### src/sv/plhl_pkg.sv
// Shared constants and types for the piecewise-linear height lookup block.
package plhl_pkg;

    localparam int MAX_POINTS_DEF = 64;

    localparam int CFG_W  = 7;
    localparam int IDX_W  = 6;
    localparam int X_W    = 16;
    localparam int Y_W    = 16;
    localparam int PROD_W = X_W + Y_W;

    localparam logic [CFG_W-1:0] POINT_COUNT_RST = CFG_W'(2);

    // Request to the divider: a start pulse and the operands.
    typedef struct packed {
        logic              start;
        logic [PROD_W-1:0] dividend;
        logic [X_W-1:0]    divisor;
    } t_div_req;

    // Response from the divider: a done pulse and the quotient.
    typedef struct packed {
        logic              done;
        logic [PROD_W-1:0] quotient;
    } t_div_rsp;

endpackage

### src/sv/plhl_ram.sv
// Generic simple dual-port RAM with one write port and a registered read port.
module plhl_ram #(
    parameter int WIDTH = 32,
    parameter int DEPTH = 64
) (
    input  logic                     i_clk,
    input  logic                     i_we,
    input  logic [$clog2(DEPTH)-1:0] i_waddr,
    input  logic [WIDTH-1:0]         i_wdata,
    input  logic [$clog2(DEPTH)-1:0] i_raddr,
    output logic [WIDTH-1:0]         o_rdata
);

    logic [WIDTH-1:0] r_mem [DEPTH];
    logic [WIDTH-1:0] r_rdata;

    always_ff @(posedge i_clk) begin
        if (i_we) begin
            r_mem[i_waddr] <= i_wdata;
        end
        r_rdata <= r_mem[i_raddr];
    end

    assign o_rdata = r_rdata;

endmodule

### src/sv/plhl_div.sv
// Restoring unsigned divider that produces one quotient bit per cycle.
module plhl_div (
    input  logic              i_clk,
    input  logic              i_rst_n,
    input  plhl_pkg::t_div_req i_req,
    output plhl_pkg::t_div_rsp o_rsp
);

    localparam int DVD_W = plhl_pkg::PROD_W;
    localparam int DSR_W = plhl_pkg::X_W;
    localparam int CNT_W = $clog2(DVD_W);

    logic             r_busy, n_busy;
    logic             r_done, n_done;
    logic [CNT_W-1:0] r_cnt, n_cnt;
    logic [DSR_W:0]   r_rem, n_rem;
    logic [DVD_W-1:0] r_quo, n_quo;
    logic [DSR_W-1:0] r_dsr, n_dsr;

    logic [DSR_W:0]   rem_sh;
    logic [DSR_W+1:0] diff;
    logic             fits;

    // The remainder stays below the divisor, so its low bits hold it fully.
    assign rem_sh = {r_rem[DSR_W-1:0], r_quo[DVD_W-1]};
    assign diff   = {1'b0, rem_sh} - {2'b00, r_dsr};
    assign fits   = !diff[DSR_W+1];

    always_comb begin
        n_busy = r_busy;
        n_done = 1'b0;
        n_cnt  = r_cnt;
        n_rem  = r_rem;
        n_quo  = r_quo;
        n_dsr  = r_dsr;
        if (i_req.start) begin
            n_busy = 1'b1;
            n_cnt  = '0;
            n_rem  = '0;
            n_quo  = i_req.dividend;
            n_dsr  = i_req.divisor;
        end else if (r_busy) begin
            n_rem = fits ? diff[DSR_W:0] : rem_sh;
            n_quo = {r_quo[DVD_W-2:0], fits};
            n_cnt = r_cnt + CNT_W'(1);
            if (r_cnt == CNT_W'(DVD_W - 1)) begin
                n_busy = 1'b0;
                n_done = 1'b1;
            end
        end
    end

    always_ff @(posedge i_clk) begin
        if (!i_rst_n) begin
            r_busy <= 1'b0;
            r_done <= 1'b0;
        end else begin
            r_busy <= n_busy;
            r_done <= n_done;
        end
        r_cnt <= n_cnt;
        r_rem <= n_rem;
        r_quo <= n_quo;
        r_dsr <= n_dsr;
    end

    assign o_rsp.done     = r_done;
    assign o_rsp.quotient = r_quo;

endmodule

### src/sv/piecewise_linear_height_lookup_core.sv
// Top level of the piecewise-linear height lookup over a breakpoint table.
// Write items are taken back to back; a query holds the input until its result is registered.
// A query past the last breakpoint skips the scan, a zero-width or reversed segment skips the
// division, and any other takes a scan of one entry per cycle, then a 32-step division.
// Synchronous active-low reset sets point_count to 2 and idles; the table is not cleared.
module piecewise_linear_height_lookup_core #(
    parameter int MAX_POINTS = plhl_pkg::MAX_POINTS_DEF
) (
    input  logic        i_clk,
    input  logic        i_rst_n,
    // Input item stream.
    input  logic        s_axis_tvalid,
    output logic        s_axis_tready,
    // tdata: point_index[5:0], point_x[21:6], point_y[37:22], query_x[53:38], zero pad.
    input  logic [55:0] s_axis_tdata,
    // tuser: mode (0 writes a breakpoint, 1 queries).
    input  logic [0:0]  s_axis_tuser,
    // Result item stream.
    output logic        m_axis_tvalid,
    input  logic        m_axis_tready,
    // tdata: height[15:0].
    output logic [15:0] m_axis_tdata,
    // tuser: outside.
    output logic [0:0]  m_axis_tuser,
    // Configuration port; point_count lives at byte address 0.
    input  logic        psel,
    input  logic        penable,
    input  logic        pwrite,
    input  logic [2:0]  paddr,
    input  logic [31:0] pwdata,
    output logic [31:0] prdata,
    output logic        pready
);

    localparam int AW     = $clog2(MAX_POINTS);
    localparam int CW     = $clog2(MAX_POINTS + 1);
    localparam int CMP_W  = (CW > plhl_pkg::CFG_W) ? CW : plhl_pkg::CFG_W;
    localparam int IW     = (CW > plhl_pkg::IDX_W) ? CW : plhl_pkg::IDX_W;
    localparam int X_W    = plhl_pkg::X_W;
    localparam int Y_W    = plhl_pkg::Y_W;
    localparam int PROD_W = plhl_pkg::PROD_W;

    // Sequencer states.
    localparam logic [3:0] S_IDLE = 4'd0;
    localparam logic [3:0] S_LAST = 4'd1;
    localparam logic [3:0] S_SRCH = 4'd2;
    localparam logic [3:0] S_LEFT = 4'd3;
    localparam logic [3:0] S_MUL  = 4'd4;
    localparam logic [3:0] S_DGO  = 4'd5;
    localparam logic [3:0] S_DIV  = 4'd6;
    localparam logic [3:0] S_SAT  = 4'd7;
    localparam logic [3:0] S_OUT  = 4'd8;

    // Item fields.
    logic                        in_mode;
    logic [plhl_pkg::IDX_W-1:0]  in_index;
    logic [X_W-1:0]              in_px;
    logic [Y_W-1:0]              in_py;
    logic [X_W-1:0]              in_qx;

    assign in_mode  = s_axis_tuser[0];
    assign in_index = s_axis_tdata[5:0];
    assign in_px    = s_axis_tdata[21:6];
    assign in_py    = s_axis_tdata[37:22];
    assign in_qx    = s_axis_tdata[53:38];

    // Configuration register.
    logic [plhl_pkg::CFG_W-1:0] r_point_count;
    logic                       cfg_wr;

    assign pready = 1'b1;
    assign cfg_wr = psel && penable && pwrite && !paddr[2];
    assign prdata = paddr[2] ? 32'd0 : 32'(r_point_count);

    always_ff @(posedge i_clk) begin
        if (!i_rst_n) begin
            r_point_count <= plhl_pkg::POINT_COUNT_RST;
        end else if (cfg_wr) begin
            r_point_count <= pwdata[plhl_pkg::CFG_W-1:0];
        end
    end

    // The effective count is clamped to 2..MAX_POINTS; the last valid entry
    // is one below it.
    logic [CMP_W-1:0] cnt_ext;
    logic [CMP_W-1:0] cnt_clamped;
    logic [AW-1:0]    last_idx;

    assign cnt_ext = CMP_W'(r_point_count);

    always_comb begin
        if (cnt_ext < CMP_W'(2)) begin
            cnt_clamped = CMP_W'(2);
        end else if (cnt_ext > CMP_W'(MAX_POINTS)) begin
            cnt_clamped = CMP_W'(MAX_POINTS);
        end else begin
            cnt_clamped = cnt_ext;
        end
    end

    assign last_idx = AW'(cnt_clamped - CMP_W'(1));

    // Breakpoint table: y in the upper half of each word, x in the lower half.
    logic                 in_acc;
    logic                 tbl_we;
    logic [AW-1:0]        rd_addr;
    logic [X_W+Y_W-1:0]   rd_data;
    logic [X_W-1:0]       rd_x;
    logic [Y_W-1:0]       rd_y;

    assign in_acc = s_axis_tvalid && s_axis_tready;
    // A write beyond the table depth is dropped.
    assign tbl_we = in_acc && !in_mode && (IW'(in_index) < IW'(MAX_POINTS));
    assign rd_x   = rd_data[X_W-1:0];
    assign rd_y   = rd_data[X_W+Y_W-1:X_W];

    plhl_ram #(
        .WIDTH (X_W + Y_W),
        .DEPTH (MAX_POINTS)
    ) u_tbl (
        .i_clk   (i_clk),
        .i_we    (tbl_we),
        .i_waddr (AW'(in_index)),
        .i_wdata ({in_py, in_px}),
        .i_raddr (rd_addr),
        .o_rdata (rd_data)
    );

    // Divider used by the sequencer.
    plhl_pkg::t_div_req div_req;
    plhl_pkg::t_div_rsp div_rsp;

    plhl_div u_div (
        .i_clk   (i_clk),
        .i_rst_n (i_rst_n),
        .i_req   (div_req),
        .o_rsp   (div_rsp)
    );

    // Sequencer registers.
    logic [3:0]        r_state, n_state;
    logic [X_W-1:0]    r_q, n_q;
    logic [AW-1:0]     r_last, n_last;
    logic [AW-1:0]     r_ptr, n_ptr;
    logic [AW-1:0]     r_didx, n_didx;
    logic              r_dv, n_dv;
    logic [X_W-1:0]    r_xr, n_xr;
    logic [Y_W-1:0]    r_yr, n_yr;
    logic [X_W-1:0]    r_xl, n_xl;
    logic [Y_W-1:0]    r_yl, n_yl;
    logic [PROD_W-1:0] r_prod, n_prod;
    logic              r_neg, n_neg;
    logic [X_W-1:0]    r_w, n_w;
    logic [Y_W-1:0]    r_res_h, n_res_h;
    logic              r_res_o, n_res_o;

    // Output register.
    logic           r_out_valid;
    logic [Y_W-1:0] r_out_height;
    logic           r_out_outside;
    logic           out_load;

    // Segment arithmetic, all on 17-bit two's complement differences.
    logic [X_W:0]   w_diff;
    logic [X_W:0]   dx_diff;
    logic [Y_W:0]   dy_diff;
    logic [X_W:0]   dx_abs;
    logic [Y_W:0]   dy_abs;
    logic           w_nonpos;

    assign w_diff   = {1'b0, r_xr} - {1'b0, r_xl};
    assign dx_diff  = {1'b0, r_q} - {1'b0, r_xl};
    assign dy_diff  = {1'b0, r_yr} - {1'b0, r_yl};
    assign dx_abs   = dx_diff[X_W] ? (~dx_diff + (X_W+1)'(1)) : dx_diff;
    assign dy_abs   = dy_diff[Y_W] ? (~dy_diff + (Y_W+1)'(1)) : dy_diff;
    assign w_nonpos = w_diff[X_W] || (w_diff == '0);

    // Saturating add of the signed quotient to the left height.
    logic [PROD_W:0] pos_sum;

    assign pos_sum = {1'b0, div_rsp.quotient} + (PROD_W+1)'(r_yl);

    assign div_req.start    = (r_state == S_DGO);
    assign div_req.dividend = r_prod;
    assign div_req.divisor  = r_w;

    assign s_axis_tready = (r_state == S_IDLE);
    assign out_load      = (r_state == S_OUT) && (!r_out_valid || m_axis_tready);

    always_comb begin
        n_state = r_state;
        n_q     = r_q;
        n_last  = r_last;
        n_ptr   = r_ptr;
        n_didx  = r_didx;
        n_dv    = r_dv;
        n_xr    = r_xr;
        n_yr    = r_yr;
        n_xl    = r_xl;
        n_yl    = r_yl;
        n_prod  = r_prod;
        n_neg   = r_neg;
        n_w     = r_w;
        n_res_h = r_res_h;
        n_res_o = r_res_o;
        rd_addr = '0;
        case (r_state)
            S_IDLE: begin
                // A query first fetches the last valid breakpoint.
                rd_addr = last_idx;
                if (in_acc && in_mode) begin
                    n_q     = in_qx;
                    n_last  = last_idx;
                    n_state = S_LAST;
                end
            end
            S_LAST: begin
                if (r_q > rd_x) begin
                    n_res_h = '0;
                    n_res_o = 1'b1;
                    n_state = S_OUT;
                end else begin
                    n_ptr   = AW'(1);
                    n_dv    = 1'b0;
                    n_state = S_SRCH;
                end
            end
            S_SRCH: begin
                // Reads are issued one entry per cycle; each compare sees the
                // entry issued in the cycle before. The scan stops at the first
                // right x above the query, or at the last entry.
                rd_addr = r_ptr;
                n_didx  = r_ptr;
                n_dv    = 1'b1;
                if (r_ptr != r_last) begin
                    n_ptr = r_ptr + AW'(1);
                end
                if (r_dv && ((rd_x > r_q) || (r_didx == r_last))) begin
                    n_xr    = rd_x;
                    n_yr    = rd_y;
                    rd_addr = r_didx - AW'(1);
                    n_state = S_LEFT;
                end
            end
            S_LEFT: begin
                n_xl    = rd_x;
                n_yl    = rd_y;
                n_state = S_MUL;
            end
            S_MUL: begin
                // A zero-width or reversed segment answers its left height.
                if (w_nonpos) begin
                    n_res_h = r_yl;
                    n_res_o = 1'b0;
                    n_state = S_OUT;
                end else begin
                    n_prod  = dx_abs[X_W-1:0] * dy_abs[Y_W-1:0];
                    n_neg   = dx_diff[X_W] ^ dy_diff[Y_W];
                    n_w     = w_diff[X_W-1:0];
                    n_state = S_DGO;
                end
            end
            S_DGO: begin
                n_state = S_DIV;
            end
            S_DIV: begin
                if (div_rsp.done) begin
                    n_state = S_SAT;
                end
            end
            S_SAT: begin
                n_res_o = 1'b0;
                if (r_neg) begin
                    if (div_rsp.quotient > PROD_W'(r_yl)) begin
                        n_res_h = '0;
                    end else begin
                        n_res_h = r_yl - div_rsp.quotient[Y_W-1:0];
                    end
                end else begin
                    if (pos_sum > (PROD_W+1)'({Y_W{1'b1}})) begin
                        n_res_h = '1;
                    end else begin
                        n_res_h = pos_sum[Y_W-1:0];
                    end
                end
                n_state = S_OUT;
            end
            S_OUT: begin
                if (out_load) begin
                    n_state = S_IDLE;
                end
            end
            default: begin
                n_state = S_IDLE;
            end
        endcase
    end

    always_ff @(posedge i_clk) begin
        if (!i_rst_n) begin
            r_state <= S_IDLE;
            r_dv    <= 1'b0;
        end else begin
            r_state <= n_state;
            r_dv    <= n_dv;
        end
        r_q     <= n_q;
        r_last  <= n_last;
        r_ptr   <= n_ptr;
        r_didx  <= n_didx;
        r_xr    <= n_xr;
        r_yr    <= n_yr;
        r_xl    <= n_xl;
        r_yl    <= n_yl;
        r_prod  <= n_prod;
        r_neg   <= n_neg;
        r_w     <= n_w;
        r_res_h <= n_res_h;
        r_res_o <= n_res_o;
    end

    // The result register lets a finished item wait while the sequencer
    // already goes back to taking write items.
    always_ff @(posedge i_clk) begin
        if (!i_rst_n) begin
            r_out_valid <= 1'b0;
        end else if (out_load) begin
            r_out_valid <= 1'b1;
        end else if (m_axis_tready) begin
            r_out_valid <= 1'b0;
        end
        if (out_load) begin
            r_out_height  <= r_res_h;
            r_out_outside <= r_res_o;
        end
    end

    assign m_axis_tvalid   = r_out_valid;
    assign m_axis_tdata    = r_out_height;
    assign m_axis_tuser[0] = r_out_outside;

endmodule

### config.mk
export PLATFORM = sky130hd
export DESIGN_NAME = piecewise_linear_height_lookup_core
export DESIGN_NICKNAME = d
export VERILOG_FILES = /design/src/sv/plhl_pkg.sv /design/src/sv/plhl_ram.sv /design/src/sv/plhl_div.sv /design/src/sv/piecewise_linear_height_lookup_core.sv
export SDC_FILE = /design/constraint.sdc
export NUM_CORES = 2
export LEC_CHECK = 0
export BUFFER_PORTS_ARGS = -buffer_cell sky130_fd_sc_hd__buf_2
export CAP_MARGIN = 20
export CORE_ASPECT_RATIO = 1.25
export CORE_MARGIN = 3
export CORE_UTILIZATION = 30
export CTS_CLUSTER_SIZE = 8
export DETAILED_ROUTE_END_ITERATION = 8
export SYNTH_ARGS = -nofsm -noshare
export SYNTH_HDL_FRONTEND = slang
export SYNTH_HIERARCHICAL = 1
export SYNTH_SLANG_ARGS = --single-unit
### constraint.sdc
create_clock -name i_clk -period 9 [get_ports i_clk]
set_input_delay 1.8 -clock i_clk [delete_from_list [all_inputs] [get_ports i_clk]]
set_output_delay 1.8 -clock i_clk [all_outputs]
set_load 0.01 [all_outputs]
# After elaboration in Yosys (flattened, before gate mapping)
# Memory sizes are Yosys's and may differ from the RTL's. A register that Yosys moved wholly into a read port is not among the register bits.
# Cells that the tools add are included.
[totals] wordCells=138 memories=1 mem_bits_rw=2048 inputBits=99 out_inout_bits=52 regBits=265
[classes] n_mul=1 mux=39 reduce_logical=29 bitwise=6 n_lt_le_gt_ge=6 n_addsub=12 n_eq_ne=19
[memory_table] name="u_tbl.r_mem" depth=64 width=32 read_ports=1 rd_ports_with_merged_regs=1 write_ports=1 line_no="plhl_ram.sv:14" source="logic [WIDTH-1:0] r_mem [DEPTH];"
[ops] cell="two-way mux 16 bit" n=8
[ops] cell="two-way mux 32 bit" n=2
[ops] cell="subtractor 16 x 16 -> 17 bit" n=3
[ops] cell="case mux 16 bit (3 select lines)" n=1
[ops] cell="case mux 4 bit (9 select lines)" n=1
[ops] cell="adder 32 x 16 -> 33 bit" n=1
[ops] cell="> comparator 33 x 16 -> 1 bit, second input constant" n=1
[ops] cell="adder 16 x 1 -> 16 bit, second input constant" n=2
[ops] cell="> comparator 16 bit" n=2
[ops] cell="> comparator 32 x 16 -> 1 bit" n=1
[ops] cell="multiplier 16 x 16 -> 32 bit" n=1
[ops] cell="inverter 16 bit" n=2
[ops] cell="two-way mux 6 bit" n=5
[ops] cell="two-way mux 4 bit" n=6
[ops] cell="case mux 6 bit (2 select lines)" n=2
[ops] cell="subtractor 17 x 16 -> 18 bit" n=1
[ops] cell="zero test 17 bit" n=1
[ops] cell="== test 4 x 3 -> 1 bit, second input constant" n=4
[ops] cell="subtractor 16 bit" n=1
[ops] cell="!= test 2 bit, second input constant" n=6
[ops] cell="subtractor 6 x 1 -> 6 bit, second input constant" n=2
[ops] cell="two-way mux 1 bit" n=11
[ops] cell="== test 4 x 2 -> 1 bit, second input constant" n=2
[ops] cell="logical AND 1 bit" n=8
[ops] cell="24 further kinds" n=38

# Depth between registers and ports, before layout
[logic_depth] word_depth=5 mapped_depth=38 mapped_depth_nobuf=37

# Hierarchy
# Netlist, hierarchy kept.
[modules_own_cells] module="plhl_ram" seq_area_each_um2=62139.6 area_per_inst_um2=78515.3 instances=1 cells_each=3324
[modules_own_cells] module="piecewise_linear_height_lookup_core" seq_area_each_um2=5695.5 area_per_inst_um2=21693.3 instances=1 cells_each=2311
[modules_own_cells] module="plhl_div" seq_area_each_um2=1901.8 area_per_inst_um2=3691.0 instances=1 cells_each=329

# Worst setup path after synthesis
# OpenSTA, ideal clock, no wires.
[synth_timing] path_type="register to register" from="register r_yl[1]" to="register r_prod[30] (data pin)" required_time_ns=8.742 synth_period_minus_slack_ns=8.883 setup_time_ns=0.258 stages_incl_launch_ff=32 n_path_buf=1 arrival_time_ns=8.625 slack_ns=0.117 cell_sequence="edfxtp_1 -> inv_1 -> ha_1 -> nor2b_1 -> o31a_1 -> o21ai_1 -> o21bai_1 -> o41a_1 -> xor2_1 -> or4b_1 -> o31a_1 -> xnor2_1 -> clkbuf_1 -> nor2_1 -> fa_1 -> fa_1 -> fa_1 -> fa_1 -> fa_1 -> inv_1 -> fa_1 -> inv_1 -> ha_1 -> a21o_1 -> a21oi_1 -> o21ai_0 -> nor4b_1 -> o31ai_1 -> o41ai_1 -> o21bai_1 -> a21oi_1 -> xnor2_1"
[synth_via] elab_chain_len=5
[synth_rtl] element="start, declared" line_no="piecewise_linear_height_lookup_core.sv:150" source="logic [Y_W-1:0] r_yl, n_yl;"
[synth_rtl] element="start signal, assigned" line_no="piecewise_linear_height_lookup_core.sv:314" source="r_yl <= n_yl;"
[synth_rtl] element="subtractor 16 x 16 -> 17 bit (*)" line_no="piecewise_linear_height_lookup_core.sv:173" source="assign dy_diff = {1'b0, r_yr} - {1'b0, r_yl};"
[synth_rtl] element="inverter 16 bit" line_no="piecewise_linear_height_lookup_core.sv:175" source="assign dy_abs = dy_diff[Y_W] ? (~dy_diff + (Y_W+1)'(1)) : dy_diff;"
[synth_rtl] element="adder 16 x 1 -> 16 bit" line_no="piecewise_linear_height_lookup_core.sv:175"
[synth_rtl] element="two-way mux 16 bit (*)" line_no="piecewise_linear_height_lookup_core.sv:175"
[synth_rtl] element="multiplier 16 x 16 -> 32 bit (*)" line_no="piecewise_linear_height_lookup_core.sv:257" source="n_prod = dx_abs[X_W-1:0] * dy_abs[Y_W-1:0];"
[synth_rtl] element="end signal, assigned" line_no="piecewise_linear_height_lookup_core.sv:315" source="r_prod <= n_prod;"
[synth_rtl] element="end, declared" line_no="piecewise_linear_height_lookup_core.sv:151" source="logic [PROD_W-1:0] r_prod, n_prod;"
# Every way passes the cells marked *; elsewhere a longest branch is shown, timed or not.
# A chain may end at the register's enable or synchronous reset.

# Worst setup path in the final report
[layout_timing] from="register r_yr[1]" to="register r_prod[30] (data pin)"
[layout_via] elab_chain_len=5
[layout_rtl] element="start, declared" line_no="piecewise_linear_height_lookup_core.sv:148" source="logic [Y_W-1:0] r_yr, n_yr;"
[layout_rtl] element="start signal, assigned" line_no="piecewise_linear_height_lookup_core.sv:312" source="r_yr <= n_yr;"
[layout_rtl] element="subtractor 16 x 16 -> 17 bit (*)" line_no="piecewise_linear_height_lookup_core.sv:173"
[layout_rtl] element="inverter 16 bit" line_no="piecewise_linear_height_lookup_core.sv:175"
[layout_rtl] element="adder 16 x 1 -> 16 bit" line_no="piecewise_linear_height_lookup_core.sv:175"
[layout_rtl] element="two-way mux 16 bit (*)" line_no="piecewise_linear_height_lookup_core.sv:175"
[layout_rtl] element="multiplier 16 x 16 -> 32 bit (*)" line_no="piecewise_linear_height_lookup_core.sv:257"
# Marks and branches as above.

==> results.cfg <==
[run_status]
outcome = completed

[yosys]
ys_top_cells_by_area = edfxtp_1, mux4_2, fa_1
ys_ff_latch = 2345
netlist.area_leader.share_pct = 65.81
syn_area_per_cell_um2 = 17.42
yosysWarnings = 6
syn_area_um2 = 103900
ys_types = 96
synth-seq-area-share_pct = 67.12
synth_top_cell_by_area = edfxtp_1
synth-edff-count = 2277
async_reset_ff_share_pct = 0
synthesis.instances = 5964
ys.flop_type = edfxtp_1

[place]
dpl.hpwl_um = 168400
io_buffers = 95
routabilityCongestion = 0.8663
post-place-ws_ns = -0.4995

[sta]
skew_ns = 0.09709
holdWs_ns = 0.4128
period_share_pct = 96.03
final_max_slew_viol_count = 0
worst_slack_ns = 0.3574
hold_violations = 0
fmax_mhz = 115.7
min_period_ns = 8.643
relSlewSlack_pct = 15.46
final-setup-viol-count = 0
worstMarginPinSlew_ns = 1.264

[clock_tree]
hold_buffers = 0
clk_latency_ns = 0.89
clk_path_buf_depth = 4
cts-root-buf = clkbuf_16
cts_made_buffers = 338
clock_sinks = 2345
h-tree-depth = 5
cts.clk_slew.worst_paths_ns = 0.05
cts_tree = yes

[critical_path]
cp.arrival_ns = 9.18
cp_slowest_stage_delay_ns = 0.57
required_ns = 9.53
critical_path_class = flop to flop
critPathMaxFanout = 4
crit_path_end_kind = flop
cp_common_cell = fa_1
crit_slowest_cell = fa_1
critPathLaunchType = flop

[pwr]
leakage_nw = 41.67
p_per_area_nw_per_um2 = 345.5
irDropWorstVdd_v = 0.001385
power.total_mw = 42.59

[floorplan]
boundaryPins = 151
rows = 241
core_um2 = 344700
die_w_um = 532.4
die_h_um = 664.0
die-area_um2 = 353500
initial_core_util_pct = 30.15

[route]
drc = 0
wirelength_um = 279800
drt_iter0_drc = 5517
vias = 57330
ant_nets = 0
vias_per_cell = 5.063
wire_per_inst_um = 24.70
dr.pass1.iters = 6

[cells_and_area]
area_delta_synth_final_pct = 18.62
nets = 7152
post-route-util_pct = 35.76
drive_gt1_share_pct = 25.92

[grt]
antenna_found_initial = 34
grt_pass1_wl_um = 406800
overflow = 0
track_usage_pct = 15.48
grt_start_max_net_pins = 92
grt_pass1_vias = 59910

[flow_run]
maxCapViolations = 0

[worst_hold_path]
hold_class = flop to flop
==> report_power, final <==
part	switching, mW	internal (mW)
Clock	4.39	6.85
Combinational	9.44	9.03
Sequential	0.102	12.8
==> metal layers <==
metal / vias up / track usage (%) / share of wire, %
li1: 24490 / - / -
met1: 30160 / 19.70 / 40
met2: 2132 / 26.30 / 49
met3: 540 / 2.567 / 6.5
met4: 18 / 6.162 / 4.4
met5: - / 0 / 0.047
==> timing repair <==
action / in CTS / in global routing
setup buffers: 18 / 16
setup endpoints to repair: 7 / 9
pin swaps: 18 / 65
resized for setup: 48 / 109
gates cloned: 1 / 2
endpoints found under the hold margin: 0 / 0
==> sequential cells by signal, indices dropped and copies added (netlist names), 5 cells and up <==
register,flops
u_tbl/r_mem,2048
r_prod,32
u_div/r_quo,32
u_tbl/o_rdata,32
m_axis_tdata,16
r_q,16
r_res_h,16
r_w,16
r_xl,16
r_xr,16
r_yl,16
r_yr,16
u_div/r_dsr,16
u_div/r_rem,16
cnt_ext,7
r_didx,6
r_last,6
r_ptr,6
u_div/r_cnt,5
==> cells by family after synthesis <==
| group | count (synthesis) | share of synthesized area, % |
|---|---|---|
| flip-flops | 2345 | 67.12 |
| AND/OR/NAND/NOR | 1003 | 4.619 |
| AO/OA/AOI/OAI | 687 | 4.347 |
| multiplexers | 684 | 13.18 |
| buffers and inverters | 644 | 2.651 |
| adder cells (fa/ha/maj) | 438 | 6.720 |
| XOR/XNOR | 161 | 1.357 |
| other | 2 | 0.007228 |
==> layout by cell type, fill, tap and decap left out, types with 51 or more instances in the layout <==
cell       netlist  layout
edfxtp_1      2277    2277
mux4_2         544     544
buf_4           54     429
inv_1          360     356
clkbuf_16        0     345
nor2_1         336     266
nand2_1        234     229
ha_1           238     229
fa_1           200     189
a21oi_1        193     182
mux2i_1        108     108
xnor2_1        116     101
buf_2           63      96
o22ai_1         86      86
o21ai_0         99      83
dfxtp_1         68      68
nor2_4           0      65
nand2b_1        65      63
nor2b_1         63      61
nand3_1         58      57
and2_1          54      52
nor3_1          59      51
==> through the flow <==
stage | TNS [ns] | cell area (µm²) | instances
finish | 0 | 123200 | 11330
global placement | -2.127 | 112900 | 10850
detailed placement | -1.748 | 112900 | 10850
floorplan | 0 | 104000 | 5988
global route | -0.05029 | 123200 | 11310
CTS | 0 | 122400 | 11280
==> worst max-delay path, delay by kind of cell, from the launching register on <==
family	cells	cell delay (ns)
buffers and inverters	5	0.59
and+or+nand+nor	4	0.98
xor gates and xnor gates	3	0.54
DFF	1	0.39
AOI/OAI and AO/OA	12	2.30
adders and majority gates	8	3.59
==> layout make-up <==
type | count | area, µm²
fillers | 32000 | 221400
flip-flops and latches | 2345 | 69740
multi-input cells | 2999 | 32710
clock buffers | 392 | 8798
well taps | 4617 | 5777
repair buffers | 567 | 4423
inverters | 364 | 1369
clock inverters | 24 | 387.9
diodes | 17 | 42.54
==> final timing paths <==
check,start,endpoint,slack [ns],cells past startpoint
setup / recovery,r_yr[1],r_prod[30],0.36,32
hold / removal,r_w[2],u_div/r_dsr[2],0.41,0
setup reg to reg,r_yr[1],r_prod[30],0.36,32
hold reg to reg,r_w[2],u_div/r_dsr[2],0.41,0
==> cells in the mapped netlist (45+ instances only) <==
cell type	number
o22ai_1	86
and2_1	54
mux4_2	544
clkbuf_1	133
o21ai_0	99
a21oi_1	193
dfxtp_1	68
edfxtp_1	2277
nand3_1	58
xor2_1	45
nor2_1	336
fa_1	200
nor3_1	59
xnor2_1	116
buf_4	54
inv_1	360
nor2b_1	63
buf_2	63
nand2_1	234
mux2i_1	108
nand2b_1	65
ha_1	238
No activity file was read; power rests on OpenSTA's default activity.
